### config.mk
export PLATFORM = sky130hd
export DESIGN_NAME = deadline_timer_queue_core
export DESIGN_NICKNAME = d
export VERILOG_FILES = /design/src/hdl/dtq_pkg.sv /design/src/hdl/deadline_timer_queue_core.sv /design/src/hdl/dtq_ram.sv
export VERILOG_INCLUDE_DIRS = /design/src /design/src/hdl
export SDC_FILE = /design/constraint.sdc
export NUM_CORES = 1
export LEC_CHECK = 0
export ABC_AREA = 0
export BUFFER_PORTS_ARGS = -buffer_cell sky130_fd_sc_hd__buf_2
export CAP_MARGIN = 20
export CELL_PAD_IN_SITES_DETAIL_PLACEMENT = 0
export CELL_PAD_IN_SITES_GLOBAL_PLACEMENT = 2
export CORE_MARGIN = 5
export CORE_UTILIZATION = 35
export CTS_BUF_LIST = sky130_fd_sc_hd__clkbuf_8 sky130_fd_sc_hd__clkbuf_16
export CTS_CLUSTER_DIAMETER = 50
export DETAILED_ROUTE_END_ITERATION = 7
export HOLD_SLACK_MARGIN = 0.06
export MAX_ROUTING_LAYER = met4
export PLACE_DENSITY_LB_ADDON = 0.1
export SLEW_MARGIN = 30
export SYNTH_ARGS = -nofsm -noshare
export SYNTH_HDL_FRONTEND = slang
export SYNTH_SLANG_ARGS = --single-unit
export TNS_END_PERCENT = 1
### constraint.sdc
create_clock -name clk -period 8 [get_ports clk]
set_input_delay 0.8 -clock clk [delete_from_list [all_inputs] [get_ports clk]]
set_output_delay 0.8 -clock clk [all_outputs]
set_load 0.02 [all_outputs]
### src/hdl/assert_macros.svh
// Assertion helpers for the timer queue.
`ifndef ASSERT_MACROS_SVH
`define ASSERT_MACROS_SVH
`ifndef SYNTHESIS
`define DTQ_ASSERT_IMPL(label, clk, rst_n, ante, cons) \
    label: assert property (@(posedge clk) disable iff (!rst_n) (ante) |-> (cons)) \
        else $error("dtq check failed");
`define DTQ_ASSERT_NEXT(label, clk, rst_n, ante, cons) \
    label: assert property (@(posedge clk) disable iff (!rst_n) (ante) |=> (cons)) \
        else $error("dtq check failed");
`else
`define DTQ_ASSERT_IMPL(label, clk, rst_n, ante, cons)
`define DTQ_ASSERT_NEXT(label, clk, rst_n, ante, cons)
`endif
`endif

### src/hdl/dtq_pkg.sv
`default_nettype none
package dtq_pkg;

    localparam int DEPTH_DEF     = 16;
    localparam int TIME_BITS_DEF = 32;
    localparam int MAX_RES       = 16;
    localparam int FIRE_CNT_W    = $clog2(MAX_RES);

    typedef enum logic [1:0] {
        ACT_ARM    = 2'd0,
        ACT_CANCEL = 2'd1,
        ACT_TICK   = 2'd2,
        ACT_UNDEF  = 2'd3
    } action_t;

    typedef enum logic [2:0] {
        K_DONE      = 3'd0,
        K_NOT_FOUND = 3'd1,
        K_FIRED     = 3'd2,
        K_NOTHING   = 3'd3,
        K_ERROR     = 3'd4
    } kind_t;

    typedef enum logic [1:0] {
        ST_IDLE,
        ST_SCAN,
        ST_EMIT
    } state_t;

    typedef struct packed {
        logic [1:0]  action;
        logic [3:0]  timer_id;
        logic [31:0] time_value;
    } dtq_req_t;

    typedef struct packed {
        logic [2:0]  result_kind;
        logic [3:0]  fired_id;
        logic [31:0] fired_deadline;
        logic        last_of_run;
        logic [31:0] next_deadline;
        logic        queue_empty;
    } dtq_rsp_t;

endpackage
`default_nettype wire

### src/hdl/deadline_timer_queue_core.sv
// Arm, cancel or bad request: one scan of the deadline RAM, then the result word.
// Tick with nothing due: one scan, then one word.
// Tick firing k timers: k words, each after a rescan of the deadline RAM.
// The next request is taken in the cycle after the last word is loaded; no new request
// is taken while one is in progress, and output stalls hold the block in its emit state.
// The scan walks the deadline RAM one slot per cycle through a single shared comparator.
// Reset (async, active low) disarms all timers; deadline RAM contents are not cleared.
`default_nettype none
`include "assert_macros.svh"
module deadline_timer_queue_core
    import dtq_pkg::*;
#(
    parameter int DEPTH     = DEPTH_DEF,
    parameter int TIME_BITS = TIME_BITS_DEF
) (
    input  wire logic     clk,
    input  wire logic     rst_n,
    input  wire logic     req_valid,
    output logic          req_stall,
    input  wire dtq_req_t req_word,
    output logic          rsp_valid,
    input  wire logic     rsp_stall,
    output dtq_rsp_t      rsp_word
);

    localparam int IDX_W = (DEPTH > 1) ? $clog2(DEPTH) : 1;
    localparam int CNT_W = $clog2(DEPTH + 1);

    state_t                state_reg, state_next;
    logic [DEPTH-1:0]      armed_reg, armed_next;
    logic [CNT_W-1:0]      scan_cnt_reg, scan_cnt_next;
    logic                  rd_pend_reg, rd_pend_next;
    logic [IDX_W-1:0]      rd_idx_reg, rd_idx_next;
    logic                  best_found_reg, best_found_next;
    logic [IDX_W-1:0]      best_id_reg, best_id_next;
    logic [TIME_BITS-1:0]  best_dl_reg, best_dl_next;
    logic [IDX_W-1:0]      cur_id_reg, cur_id_next;
    logic [TIME_BITS-1:0]  cur_dl_reg, cur_dl_next;
    logic                  tick_reg, tick_next;
    logic                  fire_mode_reg, fire_mode_next;
    logic [FIRE_CNT_W-1:0] fire_cnt_reg, fire_cnt_next;
    logic [TIME_BITS-1:0]  tv_reg, tv_next;
    kind_t                 kind_reg, kind_next;
    logic                  out_valid_reg, out_valid_next;
    dtq_rsp_t              out_word_reg, out_word_next;

    logic                  ram_we;
    logic [IDX_W-1:0]      ram_raddr;
    logic [TIME_BITS-1:0]  ram_rdata;
    logic [IDX_W-1:0]      req_idx;
    logic                  id_ok;
    logic [TIME_BITS-1:0]  cmp_a;
    logic                  cmp_lt;
    logic                  scan_done;
    logic                  out_free;
    logic                  last_res;
    dtq_rsp_t              res;

    assign req_idx   = IDX_W'(req_word.timer_id);
    assign id_ok     = 32'(req_word.timer_id) < 32'(DEPTH);
    // shared comparator: slot vs best while scanning, tick time vs best otherwise
    assign cmp_a     = rd_pend_reg ? ram_rdata : tv_reg;
    assign cmp_lt    = cmp_a < best_dl_reg;
    assign scan_done = (scan_cnt_reg == CNT_W'(DEPTH)) && !rd_pend_reg;
    assign out_free  = !out_valid_reg || !rsp_stall;
    assign req_stall = (state_reg != ST_IDLE);
    assign rsp_valid = out_valid_reg;
    assign rsp_word  = out_word_reg;

    dtq_ram #(
        .WIDTH (TIME_BITS),
        .DEPTH (DEPTH)
    ) u_dl_ram (
        .clk   (clk),
        .we    (ram_we),
        .waddr (req_idx),
        .wdata (TIME_BITS'(req_word.time_value)),
        .raddr (ram_raddr),
        .rdata (ram_rdata)
    );

    always_comb
    begin
        last_res = !(tick_reg && fire_mode_reg) ||
                   (fire_cnt_reg == FIRE_CNT_W'(MAX_RES - 1)) ||
                   !best_found_reg || cmp_lt;
        res.result_kind    = kind_reg;
        res.fired_id       = '0;
        res.fired_deadline = '0;
        res.last_of_run    = last_res;
        res.next_deadline  = best_found_reg ? 32'(best_dl_reg) : 32'd0;
        res.queue_empty    = !best_found_reg;
        if (tick_reg)
        begin
            if (fire_mode_reg)
            begin
                res.result_kind    = K_FIRED;
                res.fired_id       = 4'(cur_id_reg);
                res.fired_deadline = 32'(cur_dl_reg);
            end
            else
            begin
                res.result_kind = K_NOTHING;
            end
        end
    end

    always_comb
    begin
        state_next      = state_reg;
        armed_next      = armed_reg;
        scan_cnt_next   = scan_cnt_reg;
        rd_pend_next    = 1'b0;
        rd_idx_next     = rd_idx_reg;
        best_found_next = best_found_reg;
        best_id_next    = best_id_reg;
        best_dl_next    = best_dl_reg;
        cur_id_next     = cur_id_reg;
        cur_dl_next     = cur_dl_reg;
        tick_next       = tick_reg;
        fire_mode_next  = fire_mode_reg;
        fire_cnt_next   = fire_cnt_reg;
        tv_next         = tv_reg;
        kind_next       = kind_reg;
        out_valid_next  = out_valid_reg && rsp_stall;
        out_word_next   = out_word_reg;
        ram_we          = 1'b0;
        ram_raddr       = scan_cnt_reg[IDX_W-1:0];

        case (state_reg)
            ST_IDLE:
            begin
                if (req_valid)
                begin
                    tick_next       = (req_word.action == ACT_TICK);
                    tv_next         = TIME_BITS'(req_word.time_value);
                    scan_cnt_next   = '0;
                    best_found_next = 1'b0;
                    fire_mode_next  = 1'b0;
                    fire_cnt_next   = '0;
                    kind_next       = K_ERROR;
                    state_next      = ST_SCAN;
                    if (req_word.action == ACT_ARM && id_ok)
                    begin
                        ram_we              = 1'b1;
                        armed_next[req_idx] = 1'b1;
                        kind_next           = K_DONE;
                    end
                    else if (req_word.action == ACT_CANCEL && id_ok)
                    begin
                        if (armed_reg[req_idx])
                        begin
                            armed_next[req_idx] = 1'b0;
                            kind_next           = K_DONE;
                        end
                        else
                        begin
                            kind_next = K_NOT_FOUND;
                        end
                    end
                end
            end

            ST_SCAN:
            begin
                if (scan_cnt_reg < CNT_W'(DEPTH))
                begin
                    rd_pend_next  = 1'b1;
                    rd_idx_next   = scan_cnt_reg[IDX_W-1:0];
                    scan_cnt_next = scan_cnt_reg + 1'b1;
                end
                if (rd_pend_reg && armed_reg[rd_idx_reg] && (!best_found_reg || cmp_lt))
                begin
                    best_found_next = 1'b1;
                    best_id_next    = rd_idx_reg;
                    best_dl_next    = ram_rdata;
                end
                if (scan_done)
                begin
                    if (tick_reg && !fire_mode_reg && best_found_reg && !cmp_lt)
                    begin
                        cur_id_next              = best_id_reg;
                        cur_dl_next              = best_dl_reg;
                        armed_next[best_id_reg]  = 1'b0;
                        fire_mode_next           = 1'b1;
                        scan_cnt_next            = '0;
                        best_found_next          = 1'b0;
                    end
                    else
                    begin
                        state_next = ST_EMIT;
                    end
                end
            end

            ST_EMIT:
            begin
                if (out_free)
                begin
                    out_valid_next = 1'b1;
                    out_word_next  = res;
                    if (!last_res)
                    begin
                        cur_id_next             = best_id_reg;
                        cur_dl_next             = best_dl_reg;
                        armed_next[best_id_reg] = 1'b0;
                        fire_cnt_next           = fire_cnt_reg + 1'b1;
                        scan_cnt_next           = '0;
                        best_found_next         = 1'b0;
                        state_next              = ST_SCAN;
                    end
                    else
                    begin
                        state_next = ST_IDLE;
                    end
                end
            end

            default:
            begin
                state_next = ST_IDLE;
            end
        endcase
    end

    always_ff @(posedge clk or negedge rst_n)
    begin
        if (!rst_n)
        begin
            state_reg      <= ST_IDLE;
            armed_reg      <= '0;
            scan_cnt_reg   <= '0;
            rd_pend_reg    <= 1'b0;
            best_found_reg <= 1'b0;
            tick_reg       <= 1'b0;
            fire_mode_reg  <= 1'b0;
            fire_cnt_reg   <= '0;
            out_valid_reg  <= 1'b0;
        end
        else
        begin
            state_reg      <= state_next;
            armed_reg      <= armed_next;
            scan_cnt_reg   <= scan_cnt_next;
            rd_pend_reg    <= rd_pend_next;
            best_found_reg <= best_found_next;
            tick_reg       <= tick_next;
            fire_mode_reg  <= fire_mode_next;
            fire_cnt_reg   <= fire_cnt_next;
            out_valid_reg  <= out_valid_next;
        end
    end

    always_ff @(posedge clk)
    begin
        rd_idx_reg   <= rd_idx_next;
        best_id_reg  <= best_id_next;
        best_dl_reg  <= best_dl_next;
        cur_id_reg   <= cur_id_next;
        cur_dl_reg   <= cur_dl_next;
        tv_reg       <= tv_next;
        kind_reg     <= kind_next;
        out_word_reg <= out_word_next;
    end

    `DTQ_ASSERT_IMPL(a_notlast_is_fire, clk, rst_n, rsp_valid && !rsp_word.last_of_run, rsp_word.result_kind == K_FIRED)
    `DTQ_ASSERT_IMPL(a_fire_is_due, clk, rst_n, state_reg == ST_EMIT && tick_reg && fire_mode_reg, !(tv_reg < cur_dl_reg))
    `DTQ_ASSERT_IMPL(a_fired_disarmed, clk, rst_n, state_reg == ST_EMIT && tick_reg && fire_mode_reg, !armed_reg[cur_id_reg])
    `DTQ_ASSERT_NEXT(a_arm_sets, clk, rst_n, req_valid && !req_stall && req_word.action == ACT_ARM && id_ok, armed_reg[$past(req_idx)])

endmodule
`default_nettype wire

### src/hdl/dtq_ram.sv
`default_nettype none
module dtq_ram #(
    parameter int WIDTH = 32,
    parameter int DEPTH = 16
) (
    input  wire logic                     clk,
    input  wire logic                     we,
    input  wire logic [$clog2(DEPTH)-1:0] waddr,
    input  wire logic [WIDTH-1:0]         wdata,
    input  wire logic [$clog2(DEPTH)-1:0] raddr,
    output logic      [WIDTH-1:0]         rdata
);

    logic [WIDTH-1:0] mem [DEPTH];

    always_ff @(posedge clk)
    begin
        if (we)
        begin
            mem[waddr] <= wdata;
        end
        rdata <= mem[raddr];
    end

endmodule
`default_nettype wire
After elaboration in Yosys (flattened, before gate mapping)
Memories as Yosys holds them, arrays and structs flattened. A register that Yosys moved wholly into a read port is not among the register bits. Index checks and enable logic that the tools add are counted.

Latch bits: 0. Register bits after elaboration: 216. ROM bits: 0. RAM bits: 512. Output and inout bits: 75. Memories kept: 1.

Memory list: u_dl_ram.mem (words 16, bits a word 32, rd ports 1, clocked after memory_dff 1, wr ports 1, RTL line dtq_ram.sv:14) `logic [WIDTH-1:0] mem [DEPTH];`.

Reductions and logical operators: 41. Mux-type cells: 69. Div/mod/pow operators: 0. Bitwise gates (word level): 6. Equal/unequal tests: 14. Multipliers: 0. Shift-type cells: 0. $lt $le $gt $ge: 7. $add $sub $neg: 2.

Operator list (count): $mux 32 (5); $mux 16 (8); $pmux 32 s2 (1); $pmux 16 s3 (1); $mux 39 (1); $mux 36 (1); $and 16x16->16 (2); $lt 32x32->1 (1); $not 16->16 (2); $mux 5 (6); $mux 4 (7); $mux 1 (24); $or 16x16->16 (1); $pmux 4 s2 (2); $reduce_and 4->1 (4); $lt 4x5->1 const B (3); $pmux 5 s3 (1); $ne 2x2->1 const B (6); $logic_and 1x1->1 (10); $reduce_and 2->1 (5); $bmux 1 s4 (2); $demux 1 s4 (2); $ge 4x1->1 const B (2); $mux 2 (4); 21 further kinds (38).

Logic depth before layout (Yosys ltp)
Gate-level depths: netlist of run 1.

Word-level depth: 11. Gate-level depth with buffers: 14.

Hierarchy
Synthesis of run 1 repeated with hierarchy kept, for this count alone.

Cells, all modules: 1510. Area total of the unflattened synthesis: 29366.9 um^2.

Modules (own cells, without submodules): dtq_ram (instances 1, cells an instance 838, seq. area each 16015.4 um^2, area an instance 19836.5 um^2); deadline_timer_queue_core (instances 1, cells an instance 672, seq. area each 6296.0 um^2, area an instance 9530.4 um^2).

Worst setup path after synthesis of run 1
No wires, ideal clock.

Kind: flip-flop to flip-flop. Start point: register state_reg[0]. End point: register out_word_reg (netlist bit rsp_word[0]), enable pin. Clock period less this slack: 6.941 ns. Setup time: 0.615 ns. Path slack: 1.059 ns. Cell stages (with the launch flop): 5. Buffers on the path: 1. Arrival: 6.326 ns. Cells stage by stage: dfrtp_1 > inv_1 > ha_1 > clkbuf_1 > a21boi_0.

Longest elaborated chain between the ends: 2.

Ends and longest elaborated chain: start, declared (RTL line deadline_timer_queue_core.sv:29) `state_t state_reg, state_next;`; start signal, assigned (RTL line deadline_timer_queue_core.sv:242) `state_reg <= state_next;`; $eq 2x2->1 (RTL line deadline_timer_queue_core.sv:130) `case (state_reg)`; $reduce_and 2->1 (no source line); end signal, assigned (RTL line deadline_timer_queue_core.sv:263) `out_word_reg <= out_word_next;`; end, declared (RTL line deadline_timer_queue_core.sv:45) `dtq_rsp_t out_word_reg, out_word_next;`.

Every way passes these cells. A chain may end at the register's enable or synchronous reset.

Worst setup path in the final report of run 1
Start point: register rd_pend_reg. End point: register cur_dl_reg[28], enable pin.

Elaborated cells between the ends (all ways): 11. Classes of those cells: 1 x order compare; 3 x eq/ne; 1 x mux; 6 x reduce/logical.

RTL lines: start, declared (RTL line deadline_timer_queue_core.sv:32) `logic rd_pend_reg, rd_pend_next;`; start signal, assigned (RTL line deadline_timer_queue_core.sv:245) `rd_pend_reg <= rd_pend_next;`; $mux 32 (RTL line deadline_timer_queue_core.sv:62) `assign cmp_a = rd_pend_reg ? ram_rdata : tv_reg;`; $lt 32x32->1 (RTL line deadline_timer_queue_core.sv:63) `assign cmp_lt = cmp_a < best_dl_reg;`; $logic_or 1x1->1 (RTL line deadline_timer_queue_core.sv:86) `!best_found_reg || cmp_lt;`; named net last_res (RTL line deadline_timer_queue_core.sv:56) `logic last_res;`; $ne 2x2->1 (no source line); $reduce_and 5->1 (no source line); end signal, assigned (RTL line deadline_timer_queue_core.sv:260) `cur_dl_reg <= cur_dl_next;`; end, declared (RTL line deadline_timer_queue_core.sv:38) `logic [TIME_BITS-1:0] cur_dl_reg, cur_dl_next;`.

The timed path passes the listed nets, and every way through them passes these cells.

==> summary.txt, run 1 <==
status -> complete, no violations
Setup crit end kind -> register
GP Congestion -> 0.785
DRT iter0 DRCs -> 1133
hold_buf cts -> 0
vias in the first global route -> 15845
largest net degree at the start of global routing -> 74
number of synthesized flops with an enable pin -> 695
FMAX -> 228 MHz
Die Area -> 0.0902 mm²
HP Class -> input pin to async pin
clk buf depth -> 3
dpl hpwl -> 46100 µm
Max-slew headroom -> 0.356
Clock Latency Late Sink -> 0.65 ns
Initial Util -> 0.353
I/O pin count -> 117
PortBufs -> 116
RSZ-0062 raised after global routing -> false
Rows -> 106
Post-Synthesis Cells -> 1578
Avg WL per Cell -> 27.0 µm
Final Util -> 0.417
postcts setup bufs -> 0
core area -> 0.0837 mm²
max_cap viols -> 0
# clock sinks -> 759
critical-path cell list -> buf_4 > mux2_2 > ha_1 > nand4_1 > nor3_1 > o221ai_1 > nand2_1 > o211ai_1 > a21o_1 > a211oi_4 > buf_4
vias post-DR -> 15266
VDD IR max -> 163 µV
commonest non-fill, non-tap cell in the layout -> edfxtp_1
Die W -> 300 µm
clk slew on worst S/H paths -> 0.06 ns
number of remaining DRC errors -> 0
residual overflow from global routing -> 0
max reg flops -> 512
Critical Path Max Stage Delay -> 0.49 ns
CP required -> 8.29 ns
share of cells above drive strength 1 -> 0.264
H-Tree Depth -> 3
cts bufs inserted -> 96
crit path kind -> register to register
final setup vio count -> 0
synthesized area -> 0.0295 mm²
Synth Net Count -> 1658
Post-synth ARST share -> 0.0422
Via density -> 5.15
Area Growth Syn to Fin -> 18.3%
flops & latches, synth -> 759
Die H -> 300 µm
YS warnings -> 0
leak pwr -> 11.7 nW
skew final -> 0.0244 ns
sequential area share after synthesis -> 0.756
critical path peak fanout -> 33
Crit path top cell by count -> buf_4
Tcrit/Tclk final -> 0.548
Setup Total Neg Slack -> 0 ns
WP buf/inv -> 2
count of different cell masters after synthesis -> 51
syn avg cell area -> 18.7 µm²
CTS root buffer -> clkbuf_16
Post-CTS Resized -> 0
Critical-path top delay cell -> a211oi_4
Startpoint Class -> register
PD cells -> 329 mW/mm²
commonest non-fill, non-tap cells in the layout -> 695 x edfxtp_1, 116 x buf_2, 115 x mux4_2
Total Routing Usage GR -> 0.182
Pre-antenna DRT Iters -> 4
CTS tree -> built
WL final -> 80100 µm
Hold Slack -> 0.273 ns
Pins Over Slew Limit -> 0
first-pass GRT wire length -> 116000 µm
endpoints failing hold -> 0
minimum clock period -> 4.38 ns
Worst R2R Setup Slack -> 3.62 ns
number of antenna violations at the first check in global routing -> 8
Top reg by flops -> u_dl_ram.mem
family with the most delay on the worst path -> compound AO/OA/AOI/OAI gates
DRT antenna net count -> 0
Arrival @ worst endpoint -> 4.67 ns
Least-Margin Pin Slew -> 0.964 ns
final net count -> 1826
Top FF cell, synth -> edfxtp_1
[report_power, final]
group | switching, mW | internal [mW] | total (mW)
sequential | 0.304 | 4.79 | 5.10
combinational | 1.24 | 0.816 | 2.06
clock | 1.70 | 2.64 | 4.34
total | 3.25 | 8.25 | 11.5
[kinds of logic after synthesis]
group,Yosys count,synth area share
fa+ha+maj,38,0.0161
flops,759,0.756
simple gates,237,0.0390
compound gates,185,0.0442
buf+inv,133,0.0182
mux,226,0.127
[cell usage after synthesis (all sizes together), types with 6 or more instances]
| master | count | area share |
|---|---|---|
| mux4 | 115 | 0.088 |
| o21ai | 43 | 0.0073 |
| o41ai | 15 | 0.0045 |
| o22ai | 6 | 0.0013 |
| buf | 21 | 0.0039 |
| edfxtp | 695 | 0.71 |
| ha | 38 | 0.016 |
| and3 | 36 | 0.0076 |
| a221oi | 37 | 0.011 |
| clkbuf | 62 | 0.0079 |
| inv | 50 | 0.0064 |
| nand3 | 42 | 0.0071 |
| nand2 | 49 | 0.0062 |
| nor3 | 7 | 0.0012 |
| a21oi | 20 | 0.0035 |
| nand4 | 12 | 0.0025 |
| mux2 | 33 | 0.013 |
| dfrtp | 32 | 0.027 |
| mux2i | 78 | 0.026 |
| nor2b | 8 | 0.0017 |
| nor2 | 67 | 0.0085 |
| dfxtp | 32 | 0.022 |
| a22oi | 18 | 0.0046 |
| o31ai | 15 | 0.0038 |
| a211oi | 7 | 0.0018 |
[routing by layer]
| layer | share of wire | up-vias | wire [µm] | track usage |
|---|---|---|---|---|
| met5 | 0 | - | 0 | - |
| met4 | 0.020 | 0 | 1640 | 0.0476 |
| met3 | 0.045 | 114 | 3590 | 0.0302 |
| met2 | 0.46 | 343 | 37200 | 0.276 |
| met1 | 0.47 | 8036 | 37700 | 0.258 |
| li1 | - | 6773 | - | - |
[final timing paths]
| path | end | depth (start not counted) | startpoint |
|---|---|---|---|
| setup / recovery | cur_dl_reg[28] | 11 | rd_pend_reg |
| hold / removal | async pin | 1 | rst_n |
| setup reg to reg | cur_dl_reg[28] | 11 | rd_pend_reg |
| hold reg to reg | cur_dl_reg[31] | 0 | best_dl_reg[31] |
| max in group asynchronous | scan_cnt_reg[1] | 1 | rst_n |
| min in group clk | cur_dl_reg[31] | 0 | best_dl_reg[31] |
[final cells by class]
type | count | area [µm²]
flip-flops and latches | 759 | 22300
well taps | 1134 | 1420
repair buffers | 153 | 886
fillers | 7516 | 48800
inverters | 50 | 188
diodes | 6 | 15.0
clock buffers | 99 | 2450
clock inverters | 80 | 787
multi-input cells | 686 | 6840
[metrics by stage]
step / power, mW / instance area, µm² / setup WS, ns / instances
2_1_floorplan: 6.49 / 29500 / 1.06 / 1578
3_3_place_gp: 7.26 / 31600 / 3.63 / 2781
3_5_place_dp: 7.27 / 31600 / 3.58 / 2781
4_1_cts: 11.6 / 34900 / 3.55 / 2960
5_1_grt: 12.0 / 34900 / 3.28 / 2967
6_report: 11.5 / 34900 / 3.62 / 2967
(Power assumes the default switching activity.)
==> inputs of run 2 (changes only) <==
--- a/config.mk
+++ b/config.mk
@@ -6,7 +6,7 @@
 export SDC_FILE = /design/constraint.sdc
 export NUM_CORES = 1
 export LEC_CHECK = 0
-export ABC_AREA = 0
+export ABC_AREA = 1
 export BUFFER_PORTS_ARGS = -buffer_cell sky130_fd_sc_hd__buf_2
 export CAP_MARGIN = 20
 export CELL_PAD_IN_SITES_DETAIL_PLACEMENT = 0
==> constraint.sdc (replaced) <==
create_clock -name clk -period 4.5 [get_ports clk]
set_input_delay 0.45 -clock clk [delete_from_list [all_inputs] [get_ports clk]]
set_output_delay 0.45 -clock clk [all_outputs]
set_load 0.02 [all_outputs]
==> run 2 against run 1 <==
Non-clock buffer count up 20. Register-to-register slack worse by 2.6 ns. Worst setup slack worse by 2.6 ns. Highest routed layer unchanged. Critical path depth up 4. Routed wire length up 10%. Total power up 86%.
==> summary.txt, run 2 <==
status -> complete, no violations
Die H -> 303 µm
I/O pin count -> 117
endpoints failing hold -> 0
largest net degree at the start of global routing -> 110
sequential area share after synthesis -> 0.745
H-Tree Depth -> 3
count of different cell masters after synthesis -> 42
HP Class -> input pin to register
Area Growth Syn to Fin -> 18.6%
Post-Layout Inst Area -> 0.0355 mm²
Post-synth ARST share -> 0.0422
core area -> 0.0850 mm²
number of antenna violations at the first check in global routing -> 4
most frequent cells after synthesis -> 695 x edfxtp_1, 425 x nand2_1, 237 x o21ai_0
number of synthesized flops with an enable pin -> 695
Tcrit/Tclk final -> 0.780
commonest non-fill, non-tap cells in the layout -> 695 x edfxtp_1, 424 x nand2_1, 237 x o21ai_0
Post-Synthesis Cells -> 2363
PD cells -> 602 mW/mm²
flops & latches, synth -> 759
DRT iter0 DRCs -> 1273
Via density -> 5.02
Die W -> 303 µm
Yosys top cell by area -> edfxtp_1
CP required -> 4.77 ns
Top reg by flops -> u_dl_ram.mem
YS warnings -> 0
number of remaining DRC errors -> 0
syn avg cell area -> 12.7 µm²
Final WS setup -> 0.989 ns
VDD IR max -> 320 µV
FMAX -> 285 MHz
Top FF cell, synth -> edfxtp_1
Critical Path Max Stage Delay -> 0.73 ns
crit path kind -> register to register
Initial Util -> 0.352
Avg WL per Cell -> 23.5 µm
PortBufs -> 116
final net count -> 2596
Synth top area share -> 0.696
# clock sinks -> 759
vias in the first global route -> 18648
Rows -> 107
Synth Net Count -> 2443
first-pass GRT wire length -> 128000 µm
Final Util -> 0.418
max reg flops -> 512
Startpoint Class -> register
dpl hpwl -> 51400 µm
critical-path cell list -> inv_6 > nand2_1 > nand2_1 > ha_1 > nand2_1 > nor2_1 > nand3_1 > nor4_1 > nand2_1 > nand2_4 > nand2_2 > nand2_2 > nand2_1 > nor3_4 > buf_4
Crit path top cell by count -> nand2_1
Pins Over Slew Limit -> 0
Die Area -> 0.0916 mm²
RSZ-0062 raised after global routing -> false
share of cells above drive strength 1 -> 0.146
minimum clock period -> 3.51 ns
max_cap viols -> 0
Cell Area, Placed -> 0.0321 mm²
Least-Margin Pin Slew -> 0.923 ns
Clock Latency Late Sink -> 0.64 ns
final setup vio count -> 0
clk buf depth -> 3
WL final -> 88200 µm
vias post-DR -> 18825
postcts setup bufs -> 0
pre-CTS setup slack -> 0.964 ns
critical path peak fanout -> 36
Setup Total Neg Slack -> 0 ns
clk slew on worst S/H paths -> 0.06 ns
cts bufs inserted -> 99
synthesized area -> 0.0300 mm²
CTS tree -> built
Total Routing Usage GR -> 0.197
Pre-antenna DRT Iters -> 5
commonest non-fill, non-tap cell in the layout -> edfxtp_1
Total Power -> 21.4 mW
most common cell in the netlist -> edfxtp_1
Critical-path top delay cell -> dfrtp_1
GP Congestion -> 0.785
Max-slew headroom -> 0.385
Arrival @ worst endpoint -> 3.78 ns
leak pwr -> 13.2 nW
DRT antenna net count -> 0
Synth area leaders -> edfxtp_1 70%, nand2_1 5.3%, o21ai_0 4.0%
CTS root buffer -> clkbuf_16
Setup crit end kind -> register
residual overflow from global routing -> 0
skew final -> 0.0178 ns
==> run 2: cell types whose count changed in the layout (fill, tap and decap cells not counted), sizes merged, moves of 33 or more <==
cell and change:
mux2 -33, a21oi +69, inv +119, nand3 +78
o22ai +47, nor2 +148, mux4 -115, and3 -36
o21ai +197, mux2i -78, nand2 +384
==> run 2: logic make-up after synthesis <==
kind of cell               after synthesis  share of synthesized area
adders and majority gates               38                     0.0159
xor gates and xnor gates                 3                   0.000877
AOI/OAI and AO/OA                      471                     0.0915
DFF                                    759                      0.745
and+or+nand+nor                        790                      0.108
buffers and inverters                  302                     0.0392
==> run 2: metal layers <==
layer	GRT usage	vias to the layer above	wire, µm	share of wire
met5	-	-	0	0
met1	0.270	9352	40200	0.46
met2	0.308	522	40900	0.46
met3	0.0336	132	5090	0.058
met4	0.0527	0	1940	0.022
li1	-	8819	-	-
==> run 2: cell type report <==
class / instances / area, µm²
Clock buffer: 104 / 2560
Multi-Input combinational cell: 1302 / 6640
Inverter: 181 / 689
Sequential cell: 759 / 22300
Timing Repair Buffer: 173 / 1070
Fill cell: 7913 / 49500
Antenna cell: 3 / 7.51
Tap cell: 1144 / 1430
Clock inverter: 83 / 836
==> run 2: final timing paths <==
kind	startpoint	end	slack (ns)	cells past startpoint
min in group asynchronous	rst_n	async pin	0.33	2
max reg2reg	rd_pend_reg	cur_dl_reg[7]	0.99	15
min reg2reg	u_dl_ram.rdata[28]	best_dl_reg[28]	0.43	0
max	rd_pend_reg	cur_dl_reg[7]	0.99	15
max in group asynchronous	rst_n	scan_cnt_reg[0]	3.78	2
min	req_word[8]	u_dl_ram.mem[2][8]	0.20	1
==> run 2: timing repair <==
| item | in CTS | in global routing |
|---|---|---|
| resized for setup | 0 | 0 |
| hold buffers | 4 | 0 |
| endpoints found under the hold margin | 35 | 0 |
==> run 2: stage by stage <==
stage	std cells	hold WS, ns
global route	3749	0.174
global placement	3554	0.421
finish	3749	0.196
CTS	3745	0.147
detailed placement	3554	0.427
floorplan	2363	0.154
==> run 2: critical path, delay by kind of cell (launching register included) <==
family | cells | cell delay, ns
and+or+nand+nor | 12 | 1.43
DFF | 1 | 0.73
buffers and inverters | 2 | 0.66
adders and majority gates | 1 | 0.29
==> run 2: where the power goes <==
group,switching (mW),internal (mW),leakage (nW)
Clock,3.12,4.85,1.66
Combinational,3.10,1.17,4.53
Sequential,0.556,8.59,7.01
